--- src/bmp_stream_to_framebuffer_top_assert.svh ---
// assertion macros for the bmp stream to framebuffer block
// expects aclk and aresetn in the scope of use
`ifndef BMP_STREAM_TO_FRAMEBUFFER_TOP_ASSERT_SVH
`define BMP_STREAM_TO_FRAMEBUFFER_TOP_ASSERT_SVH

// same-cycle implication
`define BSF_ASSERT_IMP(label, ante, cons, msg) \
    label: assert property (@(posedge aclk) disable iff (!aresetn) (ante) |-> (cons)) \
        else $error(msg);

// next-cycle implication
`define BSF_ASSERT_NXT(label, ante, cons, msg) \
    label: assert property (@(posedge aclk) disable iff (!aresetn) (ante) |=> (cons)) \
        else $error(msg);

`endif

--- src/bsf_pkg.sv ---
// shared types and constants for the bmp stream to framebuffer block
// no dependencies
`timescale 1ns / 1ps
`default_nettype none

package bsf_pkg;

    localparam int SCREEN_WIDTH  = 800;
    localparam int SCREEN_HEIGHT = 480;
    localparam int FB_WORDS      = SCREEN_WIDTH * SCREEN_HEIGHT;

    localparam int ROW_W  = $clog2(SCREEN_HEIGHT + 1);
    localparam int COL_W  = $clog2(SCREEN_WIDTH + 1);
    localparam int ADDR_W = 19;
    localparam int CFG_W  = 12;

    // config register indexes
    localparam logic REG_POS_X = 1'b0;
    localparam logic REG_POS_Y = 1'b1;

    // one entry per finished pixel or failed signature
    typedef struct packed {
        logic        not_bmp;
        logic        done;
        logic [31:0] color;
        logic [31:0] img_row;
        logic [31:0] img_col;
    } pix_entry_t;

endpackage

`default_nettype wire

--- src/bsf_parser.sv ---
// front end: header parse, pixel assembly, row and column tracking
// depends on bsf_pkg
`timescale 1ns / 1ps
`default_nettype none

module bsf_parser (
    input  wire                      aclk,
    input  wire                      aresetn,
    input  wire                      s_valid,
    output logic                     s_ready,
    input  wire  [7:0]               s_file_byte,
    input  wire                      s_start_of_file,
    input  wire                      q_full,
    output logic                     push_valid,
    output bsf_pkg::pix_entry_t      push_entry
);
    import bsf_pkg::*;

    typedef enum logic [4:0] {
        PH_HEADER = 5'b00001,
        PH_PIXEL  = 5'b00010,
        PH_PAD    = 5'b00100,
        PH_DONE   = 5'b01000,
        PH_REJECT = 5'b10000
    } phase_t;

    localparam logic [4:0]  HDR_SIG_POS    = 5'd0;
    localparam logic [4:0]  HDR_SIG1_POS   = 5'd1;
    localparam logic [4:0]  HDR_OFFSET_POS = 5'd10;
    localparam logic [4:0]  HDR_WIDTH_POS  = 5'd18;
    localparam logic [4:0]  HDR_HEIGHT_POS = 5'd22;
    localparam logic [4:0]  HDR_BPP_POS    = 5'd28;
    localparam logic [31:0] HDR_END        = 32'd30;
    localparam logic [7:0]  SIG_B          = 8'h42;
    localparam logic [7:0]  SIG_M          = 8'h4D;
    localparam logic [15:0] BPP_24         = 16'd24;

    phase_t      phase_reg, phase_next;
    logic [31:0] byte_pos_reg, byte_pos_next;
    logic [31:0] offset_reg, offset_next;
    logic [31:0] width_reg, width_next;
    logic [31:0] height_reg, height_next;
    logic [15:0] bpp_reg, bpp_next;
    logic [1:0]  pad_reg, pad_next;
    logic [31:0] col_reg, col_next;
    logic [31:0] row_reg, row_next;
    logic [31:0] img_row_reg, img_row_next;
    logic [31:0] cols_m1_reg, cols_m1_next;
    logic [31:0] rows_m1_reg, rows_m1_next;
    logic [1:0]  byte_idx_reg, byte_idx_next;
    logic [23:0] partial_reg, partial_next;

    phase_t      ph_eff;
    logic [31:0] pos_eff, offs_eff, wid_eff, hgt_eff;
    logic [15:0] bpp_eff;
    logic [7:0]  sig0_eff;
    logic        fire;
    logic [23:0] part_upd;
    logic [31:0] color;
    logic [2:0]  bytes;
    logic [2:0]  idx_inc;

    assign s_ready = !q_full;
    assign fire    = s_valid && s_ready;

    always_comb begin
        // start of file restarts the parser before this beat is taken
        ph_eff   = s_start_of_file ? PH_HEADER : phase_reg;
        pos_eff  = s_start_of_file ? 32'd0 : byte_pos_reg;
        offs_eff = s_start_of_file ? 32'd0 : offset_reg;
        wid_eff  = s_start_of_file ? 32'd0 : width_reg;
        hgt_eff  = s_start_of_file ? 32'd0 : height_reg;
        bpp_eff  = s_start_of_file ? 16'd0 : bpp_reg;
        sig0_eff = s_start_of_file ? 8'd0 : partial_reg[7:0];

        bytes   = (bpp_reg == BPP_24) ? 3'd3 : 3'd4;
        idx_inc = {1'b0, byte_idx_reg} + 3'd1;

        case (byte_idx_reg)
            2'd0:    part_upd = {partial_reg[23:8], s_file_byte};
            2'd1:    part_upd = {partial_reg[23:16], s_file_byte, partial_reg[7:0]};
            2'd2:    part_upd = {s_file_byte, partial_reg[15:0]};
            default: part_upd = partial_reg;
        endcase
        color = (byte_idx_reg == 2'd3) ? {s_file_byte, partial_reg} : {8'h00, part_upd};

        phase_next    = phase_reg;
        byte_pos_next = byte_pos_reg;
        offset_next   = offset_reg;
        width_next    = width_reg;
        height_next   = height_reg;
        bpp_next      = bpp_reg;
        pad_next      = pad_reg;
        col_next      = col_reg;
        row_next      = row_reg;
        img_row_next  = img_row_reg;
        cols_m1_next  = cols_m1_reg;
        rows_m1_next  = rows_m1_reg;
        byte_idx_next = byte_idx_reg;
        partial_next  = partial_reg;
        push_valid    = 1'b0;
        push_entry    = '0;

        if (fire) begin
            if (s_start_of_file) begin
                phase_next    = PH_HEADER;
                byte_pos_next = 32'd0;
                offset_next   = 32'd0;
                width_next    = 32'd0;
                height_next   = 32'd0;
                bpp_next      = 16'd0;
                pad_next      = 2'd0;
                col_next      = 32'd0;
                row_next      = 32'd0;
                byte_idx_next = 2'd0;
                partial_next  = 24'd0;
            end
            unique case (ph_eff)
                PH_HEADER: begin
                    if (pos_eff >= HDR_END && pos_eff >= offs_eff) begin
                        col_next      = 32'd0;
                        row_next      = 32'd0;
                        byte_idx_next = 2'd0;
                        partial_next  = 24'd0;
                        if (wid_eff[31] || wid_eff == 32'd0 || hgt_eff == 32'd0) begin
                            phase_next = PH_DONE;
                        end else begin
                            // this beat is the first byte of the first pixel
                            phase_next    = PH_PIXEL;
                            pad_next      = (bpp_eff == BPP_24) ? wid_eff[1:0] : 2'd0;
                            partial_next  = {16'h0000, s_file_byte};
                            byte_idx_next = 2'd1;
                            cols_m1_next  = wid_eff - 32'd1;
                            rows_m1_next  = hgt_eff[31] ? ~hgt_eff : hgt_eff - 32'd1;
                            img_row_next  = hgt_eff[31] ? 32'd0 : hgt_eff - 32'd1;
                        end
                    end else begin
                        if (pos_eff < HDR_END) begin
                            case (pos_eff[4:0])
                                HDR_SIG_POS:           partial_next = {16'h0000, s_file_byte};
                                HDR_OFFSET_POS:        offset_next[7:0]   = s_file_byte;
                                HDR_OFFSET_POS + 5'd1: offset_next[15:8]  = s_file_byte;
                                HDR_OFFSET_POS + 5'd2: offset_next[23:16] = s_file_byte;
                                HDR_OFFSET_POS + 5'd3: offset_next[31:24] = s_file_byte;
                                HDR_WIDTH_POS:         width_next[7:0]    = s_file_byte;
                                HDR_WIDTH_POS + 5'd1:  width_next[15:8]   = s_file_byte;
                                HDR_WIDTH_POS + 5'd2:  width_next[23:16]  = s_file_byte;
                                HDR_WIDTH_POS + 5'd3:  width_next[31:24]  = s_file_byte;
                                HDR_HEIGHT_POS:        height_next[7:0]   = s_file_byte;
                                HDR_HEIGHT_POS + 5'd1: height_next[15:8]  = s_file_byte;
                                HDR_HEIGHT_POS + 5'd2: height_next[23:16] = s_file_byte;
                                HDR_HEIGHT_POS + 5'd3: height_next[31:24] = s_file_byte;
                                HDR_BPP_POS:           bpp_next[7:0]      = s_file_byte;
                                HDR_BPP_POS + 5'd1:    bpp_next[15:8]     = s_file_byte;
                                default: ;
                            endcase
                        end
                        if (pos_eff == {27'd0, HDR_SIG1_POS} &&
                            (sig0_eff != SIG_B || s_file_byte != SIG_M)) begin
                            phase_next         = PH_REJECT;
                            push_valid         = 1'b1;
                            push_entry.not_bmp = 1'b1;
                        end else begin
                            byte_pos_next = pos_eff + 32'd1;
                        end
                    end
                end
                PH_PIXEL: begin
                    if (idx_inc < bytes) begin
                        byte_idx_next = idx_inc[1:0];
                        partial_next  = part_upd;
                    end else begin
                        byte_idx_next      = 2'd0;
                        partial_next       = 24'd0;
                        push_valid         = 1'b1;
                        push_entry.color   = color;
                        push_entry.img_row = img_row_reg;
                        push_entry.img_col = col_reg;
                        if (col_reg == cols_m1_reg) begin
                            col_next = 32'd0;
                            if (row_reg == rows_m1_reg) begin
                                push_entry.done = 1'b1;
                                phase_next      = PH_DONE;
                            end else begin
                                row_next     = row_reg + 32'd1;
                                img_row_next = height_reg[31] ? img_row_reg + 32'd1
                                                              : img_row_reg - 32'd1;
                                if (pad_reg != 2'd0) begin
                                    phase_next = PH_PAD;
                                end
                            end
                        end else begin
                            col_next = col_reg + 32'd1;
                        end
                    end
                end
                PH_PAD: begin
                    if (idx_inc >= {1'b0, pad_reg}) begin
                        byte_idx_next = 2'd0;
                        phase_next    = PH_PIXEL;
                    end else begin
                        byte_idx_next = idx_inc[1:0];
                    end
                end
                PH_DONE, PH_REJECT: ;
                default: ;
            endcase
        end
    end

    always_ff @(posedge aclk) begin
        if (!aresetn) begin
            phase_reg    <= PH_HEADER;
            byte_pos_reg <= '0;
            offset_reg   <= '0;
            width_reg    <= '0;
            height_reg   <= '0;
            bpp_reg      <= '0;
            pad_reg      <= '0;
            col_reg      <= '0;
            row_reg      <= '0;
            img_row_reg  <= '0;
            cols_m1_reg  <= '0;
            rows_m1_reg  <= '0;
            byte_idx_reg <= '0;
            partial_reg  <= '0;
        end else begin
            phase_reg    <= phase_next;
            byte_pos_reg <= byte_pos_next;
            offset_reg   <= offset_next;
            width_reg    <= width_next;
            height_reg   <= height_next;
            bpp_reg      <= bpp_next;
            pad_reg      <= pad_next;
            col_reg      <= col_next;
            row_reg      <= row_next;
            img_row_reg  <= img_row_next;
            cols_m1_reg  <= cols_m1_next;
            rows_m1_reg  <= rows_m1_next;
            byte_idx_reg <= byte_idx_next;
            partial_reg  <= partial_next;
        end
    end

endmodule

`default_nettype wire

--- src/bsf_queue.sv ---
// short queue of pixel entries between the parser and the blitter
// depends on bsf_pkg
`timescale 1ns / 1ps
`default_nettype none

module bsf_queue (
    input  wire                      aclk,
    input  wire                      aresetn,
    input  wire                      push_valid,
    input  wire bsf_pkg::pix_entry_t push_entry,
    output logic                     q_full,
    output logic                     pop_valid,
    output bsf_pkg::pix_entry_t      pop_entry,
    input  wire                      pop
);
    import bsf_pkg::*;

    localparam int QUEUE_DEPTH = 4;
    localparam int PTR_W       = $clog2(QUEUE_DEPTH);
    localparam int CNT_W       = $clog2(QUEUE_DEPTH + 1);

    pix_entry_t       slots_reg [QUEUE_DEPTH];
    logic [PTR_W-1:0] wr_ptr_reg, wr_ptr_next;
    logic [PTR_W-1:0] rd_ptr_reg, rd_ptr_next;
    logic [CNT_W-1:0] count_reg, count_next;
    logic             do_push, do_pop;

    assign q_full    = (count_reg == CNT_W'(QUEUE_DEPTH));
    assign pop_valid = (count_reg != '0);
    assign pop_entry = slots_reg[rd_ptr_reg];
    assign do_push   = push_valid && !q_full;
    assign do_pop    = pop && pop_valid;

    always_comb begin
        wr_ptr_next = do_push ? wr_ptr_reg + PTR_W'(1) : wr_ptr_reg;
        rd_ptr_next = do_pop ? rd_ptr_reg + PTR_W'(1) : rd_ptr_reg;
        count_next  = count_reg;
        if (do_push && !do_pop) begin
            count_next = count_reg + CNT_W'(1);
        end else if (do_pop && !do_push) begin
            count_next = count_reg - CNT_W'(1);
        end
    end

    always_ff @(posedge aclk) begin
        if (do_push) begin
            slots_reg[wr_ptr_reg] <= push_entry;
        end
    end

    always_ff @(posedge aclk) begin
        if (!aresetn) begin
            wr_ptr_reg <= '0;
            rd_ptr_reg <= '0;
            count_reg  <= '0;
        end else begin
            wr_ptr_reg <= wr_ptr_next;
            rd_ptr_reg <= rd_ptr_next;
            count_reg  <= count_next;
        end
    end

endmodule

`default_nettype wire

--- src/bsf_blitter.sv ---
// back end: placement, clipping, address generation and output register
// depends on bsf_pkg
`timescale 1ns / 1ps
`default_nettype none

module bsf_blitter (
    input  wire                          aclk,
    input  wire                          aresetn,
    input  wire  [bsf_pkg::CFG_W-1:0]    pos_x,
    input  wire  [bsf_pkg::CFG_W-1:0]    pos_y,
    input  wire                          q_valid,
    input  wire bsf_pkg::pix_entry_t     q_entry,
    output logic                         q_pop,
    output logic                         m_valid,
    input  wire                          m_ready,
    output logic                         m_write_enable,
    output logic [bsf_pkg::ADDR_W-1:0]   m_write_address,
    output logic [31:0]                  m_pixel_color,
    output logic                         m_image_done,
    output logic                         m_not_bmp
);
    import bsf_pkg::*;

    localparam int POSN_W = 34;
    localparam int PROD_W = ROW_W + COL_W + 1;

    logic [POSN_W-1:0] srow, scol;
    logic              vis, keep;
    logic              s1_load, out_free;
    logic [PROD_W-1:0] prod;

    logic              s1_valid_reg;
    logic              s1_keep_reg;
    logic              s1_vis_reg;
    logic              s1_done_reg;
    logic              s1_nbmp_reg;
    logic [31:0]       s1_color_reg;
    logic [ROW_W-1:0]  s1_row_reg;
    logic [COL_W-1:0]  s1_col_reg;

    logic              m_valid_reg;
    logic              m_we_reg;
    logic [ADDR_W-1:0] m_addr_reg;
    logic [31:0]       m_color_reg;
    logic              m_done_reg;
    logic              m_nbmp_reg;

    always_comb begin
        srow = {2'b00, q_entry.img_row} + {{(POSN_W - CFG_W){pos_y[CFG_W-1]}}, pos_y};
        scol = {2'b00, q_entry.img_col} + {{(POSN_W - CFG_W){pos_x[CFG_W-1]}}, pos_x};
        vis  = !q_entry.not_bmp
            && !srow[POSN_W-1] && (srow < POSN_W'(SCREEN_HEIGHT))
            && !scol[POSN_W-1] && (scol < POSN_W'(SCREEN_WIDTH));
        keep = vis || q_entry.done || q_entry.not_bmp;
    end

    assign out_free = !m_valid_reg || m_ready;
    // off-screen pixels that are not the last leave stage one without a slot
    assign s1_load  = !s1_valid_reg || !s1_keep_reg || out_free;
    assign q_pop    = q_valid && s1_load;

    assign prod = PROD_W'(s1_row_reg) * PROD_W'(SCREEN_WIDTH) + PROD_W'(s1_col_reg);

    always_ff @(posedge aclk) begin
        if (q_pop) begin
            s1_keep_reg  <= keep;
            s1_vis_reg   <= vis;
            s1_done_reg  <= q_entry.done;
            s1_nbmp_reg  <= q_entry.not_bmp;
            s1_color_reg <= q_entry.color;
            s1_row_reg   <= srow[ROW_W-1:0];
            s1_col_reg   <= scol[COL_W-1:0];
        end
        if (out_free && s1_valid_reg && s1_keep_reg) begin
            m_we_reg    <= s1_vis_reg;
            m_addr_reg  <= s1_vis_reg ? ADDR_W'(prod) : '0;
            m_color_reg <= s1_vis_reg ? s1_color_reg : 32'd0;
            m_done_reg  <= s1_done_reg;
            m_nbmp_reg  <= s1_nbmp_reg;
        end
    end

    always_ff @(posedge aclk) begin
        if (!aresetn) begin
            s1_valid_reg <= 1'b0;
            m_valid_reg  <= 1'b0;
        end else begin
            if (s1_load) begin
                s1_valid_reg <= q_valid;
            end
            if (out_free) begin
                m_valid_reg <= s1_valid_reg && s1_keep_reg;
            end
        end
    end

    assign m_valid         = m_valid_reg;
    assign m_write_enable  = m_we_reg;
    assign m_write_address = m_addr_reg;
    assign m_pixel_color   = m_color_reg;
    assign m_image_done    = m_done_reg;
    assign m_not_bmp       = m_nbmp_reg;

endmodule

`default_nettype wire

--- src/bmp_stream_to_framebuffer_top.sv ---
// top level of the bmp stream to framebuffer block: config registers and wiring
// depends on bsf_pkg, bsf_parser, bsf_queue, bsf_blitter and the assertion header
//
//   channel   prefix   handshake            beat carries
//   input     s_       s_valid / s_ready    one file byte, start-of-file mark
//   result    m_       m_valid / m_ready    one framebuffer write or status
//   config    cfg_     cfg_wr_en            pos_x or pos_y
//
// one byte accepted per cycle while s_ready; results pass queue, stage one, output reg
// the parser feeds a four-entry queue; s_ready drops only when that queue is full
// the back end stalls on m_ready alone; when not stalled it pops one entry a cycle
// synchronous active-low reset; no clearing pass, the block is ready right after reset
`timescale 1ns / 1ps
`default_nettype none
`include "bmp_stream_to_framebuffer_top_assert.svh"

module bmp_stream_to_framebuffer_top (
    input  wire                          aclk,
    input  wire                          aresetn,
    input  wire                          cfg_wr_en,
    input  wire                          cfg_index,
    input  wire  [bsf_pkg::CFG_W-1:0]    cfg_wr_data,
    input  wire                          s_valid,
    output logic                         s_ready,
    input  wire  [7:0]                   s_file_byte,
    input  wire                          s_start_of_file,
    output logic                         m_valid,
    input  wire                          m_ready,
    output logic                         m_write_enable,
    output logic [bsf_pkg::ADDR_W-1:0]   m_write_address,
    output logic [31:0]                  m_pixel_color,
    output logic                         m_image_done,
    output logic                         m_not_bmp
);
    import bsf_pkg::*;

    logic [CFG_W-1:0] pos_x_reg, pos_x_next;
    logic [CFG_W-1:0] pos_y_reg, pos_y_next;

    logic       q_full;
    logic       push_valid;
    pix_entry_t push_entry;
    logic       pop_valid;
    pix_entry_t pop_entry;
    logic       q_pop;

    always_comb begin
        pos_x_next = pos_x_reg;
        pos_y_next = pos_y_reg;
        if (cfg_wr_en) begin
            unique case (cfg_index)
                REG_POS_X: pos_x_next = cfg_wr_data;
                REG_POS_Y: pos_y_next = cfg_wr_data;
                default: ;
            endcase
        end
    end

    always_ff @(posedge aclk) begin
        if (!aresetn) begin
            pos_x_reg <= '0;
            pos_y_reg <= '0;
        end else begin
            pos_x_reg <= pos_x_next;
            pos_y_reg <= pos_y_next;
        end
    end

    bsf_parser u_parser (
        .aclk            (aclk),
        .aresetn         (aresetn),
        .s_valid         (s_valid),
        .s_ready         (s_ready),
        .s_file_byte     (s_file_byte),
        .s_start_of_file (s_start_of_file),
        .q_full          (q_full),
        .push_valid      (push_valid),
        .push_entry      (push_entry)
    );

    bsf_queue u_queue (
        .aclk       (aclk),
        .aresetn    (aresetn),
        .push_valid (push_valid),
        .push_entry (push_entry),
        .q_full     (q_full),
        .pop_valid  (pop_valid),
        .pop_entry  (pop_entry),
        .pop        (q_pop)
    );

    bsf_blitter u_blitter (
        .aclk            (aclk),
        .aresetn         (aresetn),
        .pos_x           (pos_x_reg),
        .pos_y           (pos_y_reg),
        .q_valid         (pop_valid),
        .q_entry         (pop_entry),
        .q_pop           (q_pop),
        .m_valid         (m_valid),
        .m_ready         (m_ready),
        .m_write_enable  (m_write_enable),
        .m_write_address (m_write_address),
        .m_pixel_color   (m_pixel_color),
        .m_image_done    (m_image_done),
        .m_not_bmp       (m_not_bmp)
    );

    `BSF_ASSERT_IMP(a_push_not_full, push_valid, !q_full, "entry pushed into a full queue")
    `BSF_ASSERT_IMP(a_nbmp_alone, m_valid && m_not_bmp, !m_write_enable && !m_image_done, "not_bmp beat with other flags")
    `BSF_ASSERT_IMP(a_addr_on_screen, m_valid && m_write_enable, m_write_address < ADDR_W'(FB_WORDS), "write address off screen")
    `BSF_ASSERT_NXT(a_pop_moves, q_pop && !push_valid && !pop_valid, 1'b0, "pop from an empty queue")

endmodule

`default_nettype wire

--- config.mk ---
export PLATFORM = sky130hd
export DESIGN_NAME = bmp_stream_to_framebuffer_top
export DESIGN_NICKNAME = d
export VERILOG_FILES = /design/src/bsf_pkg.sv /design/src/bsf_parser.sv /design/src/bsf_queue.sv /design/src/bsf_blitter.sv /design/src/bmp_stream_to_framebuffer_top.sv
export VERILOG_INCLUDE_DIRS = /design/src /design/src/src
export SDC_FILE = /design/constraint.sdc
export NUM_CORES = 2
export LEC_CHECK = 0
export BUFFER_PORTS_ARGS = -buffer_cell sky130_fd_sc_hd__buf_2
export CAP_MARGIN = 5
export CORE_ASPECT_RATIO = 1.2
export CORE_MARGIN = 1
export CORE_UTILIZATION = 40
export DETAILED_ROUTE_END_ITERATION = 12
export PLACE_DENSITY = 0.65
export SLEW_MARGIN = 20
export SYNTH_ARGS = -nofsm -noshare
export SYNTH_HDL_FRONTEND = slang
export SYNTH_SLANG_ARGS = --single-unit
--- constraint.sdc ---
create_clock -name aclk -period 14.7 [get_ports aclk]
set_input_delay 2.94 -clock aclk [delete_from_list [all_inputs] [get_ports aclk]]
set_output_delay 2.94 -clock aclk [all_outputs]
set_load 0.01 [all_outputs]
; ---- Word level (Yosys, flattened, before mapping)
; Memory sizes are Yosys's and may differ from the RTL's. A register that Yosys moved wholly into a read port is not among the register bits.
; Index checks and enable logic that the tools add are counted.
[totals]
ramBits = 392
memories = 1
elab_cells = 240
out_inout_bits = 56
reg_bits = 479
[memory_table]
columns = name, depth, width, read_ports, rd_clocked_by_memory_dff, wr, line_no
row1 = u_queue.slots_reg, 4, 98, 1, 1, 1, bsf_queue.sv:22  ; pix_entry_t slots_reg [QUEUE_DEPTH];
[op_classes]
addsub = 15
bitwise_logic = 3
n_mux = 103
mul = 1
reduce_logical = 44
eq_ne = 33
n_lt_le_gt_ge = 7
[op_table]
columns = cell, count
row1 = $mux 32, 34
row2 = $mux 97, 2
row3 = $pmux 32 s2, 3
row4 = $add 32x1->32 const B, 4
row5 = $mux 8, 16
row6 = $mux 24, 5
row7 = $mux 98, 1
row8 = $sub 32x1->32 const B, 3
row9 = $pmux 24 s3, 1
row10 = $add 33x12->34, 2
row11 = $eq 32x32->1, 2
row12 = $logic_not 32->1, 2
row13 = $mux 16, 4
row14 = $eq 5x5->1 const B, 10
row15 = $pmux 24 s2, 1
row16 = $mux 5, 8
row17 = $lt 34x10->1 const B, 1
row18 = $lt 34x9->1 const B, 1
row19 = $eq 16x5->1 const B, 2
row20 = $eq 32x1->1 const B, 1
row21 = $ge 32x32->1, 1
row22 = $ge 32x5->1 const B, 1
row23 = $lt 32x5->1 const B, 1
row24 = $not 32->32, 1
row25 = 36 further kinds, 99

; ---- Logic depth before layout (Yosys ltp)
[depth]
word_depth = 13
ltp_mapped = 26
mapped_depth_nobuf = 19

; ---- By module
; A second synthesis with hierarchy kept.
[hier_totals]
hier_cells = 4376
hier_area_um2 = 45657.5
[modules_own_cells]
columns = mod, area_each_um2, cells_each, seq_area_each_um2, instances
row1 = bsf_parser, 21081.5, 2775, 6746.5, 1
row2 = bsf_queue, 14599.0, 560, 11951.5, 1
row3 = bsf_blitter, 9056.2, 948, 3313.2, 1
row4 = bmp_stream_to_framebuffer_top, 920.9, 93, 480.5, 1

; ---- Worst setup path after synthesis
; OpenSTA, ideal clock, no wires.
[synth_timing]
kind = in2reg
from = input s_start_of_file
to = memory u_queue.slots_reg[0][0] (netlist bit) (enable)
path_stages = 20
path_buffers = 8
t_arrival_ps = 11235
slack_ps = 2897
required_ps = 14132
path_cell_list = clkbuf_1 clkbuf_1 clkbuf_1 buf_2 buf_1 buf_2 buf_1 nor2b_1 ha_1 nand2b_1 a21o_1 a21o_1 a21oi_1 o21ai_1 a211oi_2 o31ai_2 buf_2 nor3_1 nor2_1 nor2b_1
[synth_between]
elab_chain_len = 11
elab_cells_between_ends = 20
[synth_lines]
columns = element, line_no
row1 = "start, declared", bmp_stream_to_framebuffer_top.sv:26  ; input wire s_start_of_file,
row2 = branches (longest 6 deep; another with $ge 32x5->1), --
row3 = $pmux 1 s2 *, bsf_parser.sv:118  ; unique case (ph_eff)
row4 = $mux 1 *, bsf_parser.sv:104  ; if (fire) begin
row5 = $logic_and 1x1->1 *, bsf_queue.sv:31  ; assign do_push = push_valid && !q_full;
row6 = $mux 1 *, bsf_queue.sv:46  ; if (do_push) begin
row7 = $mux 1 (implied by the code) *, bsf_queue.sv:47  ; slots_reg[wr_ptr_reg] <= push_entry;
row8 = "end, declared", bsf_queue.sv:22
; Every way passes the cells marked *.

; ---- Worst setup path after layout
[layout_timing]
from = input s_start_of_file
to = memory u_queue.slots_reg[3][58] (netlist bit) (enable)
; Same word-level chain as after synthesis.

==> results.tsv <==
stage	metric	value	unit
run_status	outcome	complete, no violations	
routing	aggregate routed wire length	116000	µm
worst_setup_path	crit-path max FO	66	
worst_setup_path	CP Cell Sequence	buf_4 -> inv_2 -> buf_4 -> nand2_1 -> inv_1 -> ha_1 -> a21oi_1 -> o21ai_1 -> a211oi_2 -> o31ai_4 -> buf_4 -> nor3_1 -> buf_4 -> nor2_1 -> nor2b_4 -> buf_4	
sta	Final Hold Viols	0	
layout	post-layout util	44.8	%
worst_setup_path	WS Path Type	input pin to flop	
placement	gp weighted congestion	0.931	
floorplanning	Die Ht	367	µm
clock_tree	post-CTS setup buffers	0	
clock_tree	CTS Buffer Depth	3	
sta	maximum clock frequency	123	MHz
routing	drt via density	5.83	
synthesis	#FFs+latches synth	873	
routing	DR iter-0 viols	2991	
clock_tree	Worst-Skew Late Latency	0.68	ns
sta	Least-Margin Pin Slew	1.03	ns
synthesis	main flop type after synthesis	edfxtp_1	
global_route	vias in the first global route	31300	
sta	endpoints failing setup	0	
synthesis	number of enable flip-flop cells after synthesis	501	
layout	fin nets	4451	
placement	port bufs	82	
worst_setup_path	reg2reg end	u_blitter.s1_vis_reg	
global_route	grt total ovfl	0	
synthesis	Synth top area share	33.8	%
synthesis	synth cell count leaders	edfxtp_1, nand2_1, dfxtp_1	
clock_tree	root buffer cell	clkbuf_16	
placement	Placement Cell Area	46100	µm²
worst_setup_path	r2r worst-path depth	15	
global_route	initial antenna violation count	1	
pwr	Peak supply drop	0.000106	V
worst_setup_path	family with the most delay on the worst path	buffers and inverters	
routing	met1 WL	51300	µm
sta	RSZ-0062 raised after global routing	no	
synthesis	top-count cell post-synth	edfxtp_1	
floorplanning	Die Width	306	µm
min_path	WHS Path Cells	0	
worst_setup_path	Worst Path Arrival	8.40	ns
pwr	Power Total	0.00742	W
worst_setup_path	R2R setup slack	7.64	ns
sta	setup_tns	0	ns
worst_setup_path	Setup crit start	s_start_of_file	
layout	Largest register FFs	392	
synthesis	syn_area_per_cell	10.5	µm²
layout	share of layout cells above drive strength 1	9.74	%
synthesis	leading area contributor after synthesis	edfxtp_1	
clock_tree	Worst-path clk slew	0.06	ns
routing	DR WL met2	55100	µm
pwr	Leakage	17.8	nW
floorplanning	Top-Level Pins	83	
synthesis	Gate Count Post-Synth	4255	
layout	Reg area	22500	µm²
layout	post-layout instance area	49200	µm²
layout	Layout area overhead	10.6	%
routing	Post-DRT Antenna Nets	0	
global_route	GR Util All Layers	20.1	%
worst_setup_path	most frequent cell on the critical path	buf_4	
floorplanning	Die Area	113000	µm²
synthesis	ranking of synthesized cells by area	edfxtp_1, dfxtp_1, ha_1	
floorplanning	Initial Util	40.5	%
clock_tree	Post-CTS Resized	0	
worst_setup_path	CP peak stage delay	0.88	ns
layout	Multi-input gate area	20800	µm²
worst_setup_path	worst path required time	14.96	ns
worst_setup_path	crit path max-delay cell type	nor2b_4	
synthesis	Synth Net Count	4478	
placement	DP HPWL	80200	µm
sta	fin crit share	55.4	%
synthesis	Cell Area, Synth	44500	µm²
layout	Antenna Cells	0	
global_route	first-pass GRT wire length	180000	µm
routing	Top Layer Used	met4	
worst_setup_path	CP Launch Type	input pin	
sta	fin crit period	8.14	ns
floorplanning	CORE AREA	110000	µm²
synthesis	sequential share of the synthesized area	50.6	%
worst_setup_path	Bufs and invs on worst path	7	
sta	Slew Limit Fails	0	
min_path	hold crit path type	flop to flop	
floorplanning	site row count	133	
synthesis	Synth cell types	93	
routing	DRC violations left	0	
job	Max-Cap Viols	0	
synthesis	synthesis warning total	0	
clock_tree	CTS tree	built	
clock_tree	H-tree levels	3	
layout	fillers	10100	
routing	DRT Pass-1 Iters	5	
routing	Met3 Wirelength	5910	µm
pwr	Pwr Density	151	nW/µm²
min_path	HP Start	u_blitter.s1_nbmp_reg	
sta	Max transition margin	31.0	%
sta	clock skew	0.0492	ns
routing	via count	33300	
synthesis	post-synthesis async set-or-reset flop share	0	%
worst_setup_path	CP Capture Type	flop	
min_path	Hold Path Sink	u_blitter.m_not_bmp	
clock_tree	CTS Sinks	873	
routing	post-DR wirelength/cell	20.3	µm
global_route	largest net degree at the start of global routing	132	
clock_tree	CTS Hold Bufs	0	
clock_tree	TritonCTS Buffers	89	
[worst max path at each step]
stage,depth (start not counted),endpoint,slack (ns)
floorplan,20,u_queue.slots_reg[0][0],2.90
finish,16,u_queue.slots_reg[3][58],6.56
CTS,16,u_queue.slots_reg[3][58],6.54
detailed placement,16,u_queue.slots_reg[3][42],5.84
global placement,16,u_queue.slots_reg[3][40],5.94
global route,16,u_queue.slots_reg[3][58],6.14
[cell families after synthesis]
logic type	share of synthesized area, %
multiplexers	5.22
adder cells (fa/ha/maj)	5.68
buffers and inverters	2.92
AND/OR/NAND/NOR	16.2
XOR/XNOR	3.96
AO/OA/AOI/OAI	15.5
flip-flops	50.6
[metrics by stage]
| step | hold slack (ns) | setup WS [ns] | std cells |
|---|---|---|---|
| floorplan | 0.400 | 2.90 | 4255 |
| global placement | 0.402 | 5.94 | 5554 |
| detailed placement | 0.405 | 5.84 | 5554 |
| CTS | 0.419 | 6.54 | 5720 |
| global route | 0.437 | 6.14 | 5720 |
| finish | 0.418 | 6.56 | 5720 |
[routing by layer]
metal / vias up / global-route usage [%]
met5: - / 0
met4: 0 / 7.02
met3: 227 / 2.44
met2: 1007 / 33.1
met1: 16300 / 27.3
li1: 15800 / -
[area by class of cell]
class | instances | area share, %
clock buffers | 122 | 5.01
repair buffers | 124 | 1.49
clock inverters | 44 | 1.16
well taps | 1417 | 3.61
multi-input cells | 3045 | 42.2
flip-flops and latches | 873 | 45.8
inverters | 95 | 0.740
[report_power, final]
part	leakage (nW)	total, W	internal [W]	switching (W)
Sequential	7.50	0.00293	0.00283	0.000102
Combinational	8.83	0.00218	0.000875	0.00130
Clock	1.47	0.00231	0.00133	0.000979
[placed cells by master, fill, tap and decap left out, types with 16 or more instances in the layout]
master | Yosys | layout
edfxtp_1 | 501 | 501
and3_1 | 117 | 117
nor2b_1 | 62 | 58
o211ai_1 | 44 | 44
nor3_1 | 107 | 107
a22oi_1 | 64 | 64
clkbuf_16 | 0 | 90
mux4_2 | 98 | 98
or3_1 | 21 | 21
clkinv_2 | 0 | 16
o21a_1 | 16 | 16
inv_1 | 93 | 93
nand2b_1 | 23 | 23
nand2_1 | 439 | 439
buf_4 | 0 | 44
o21ai_1 | 17 | 17
dfxtp_1 | 372 | 370
nand4_1 | 61 | 61
ha_1 | 186 | 186
nand3b_1 | 16 | 16
a22o_1 | 71 | 71
buf_2 | 21 | 80
nand3_1 | 91 | 91
a211oi_1 | 29 | 29
o21ai_0 | 205 | 205
nor2_1 | 366 | 364
xnor2_1 | 120 | 120
and2_1 | 72 | 71
nor4_1 | 51 | 51
a31oi_1 | 53 | 52
a21o_1 | 66 | 66
o21bai_1 | 16 | 16
clkbuf_1 | 181 | 23
xor2_1 | 81 | 81
a21oi_1 | 300 | 300
No activity file was read; power rests on OpenSTA's default activity.
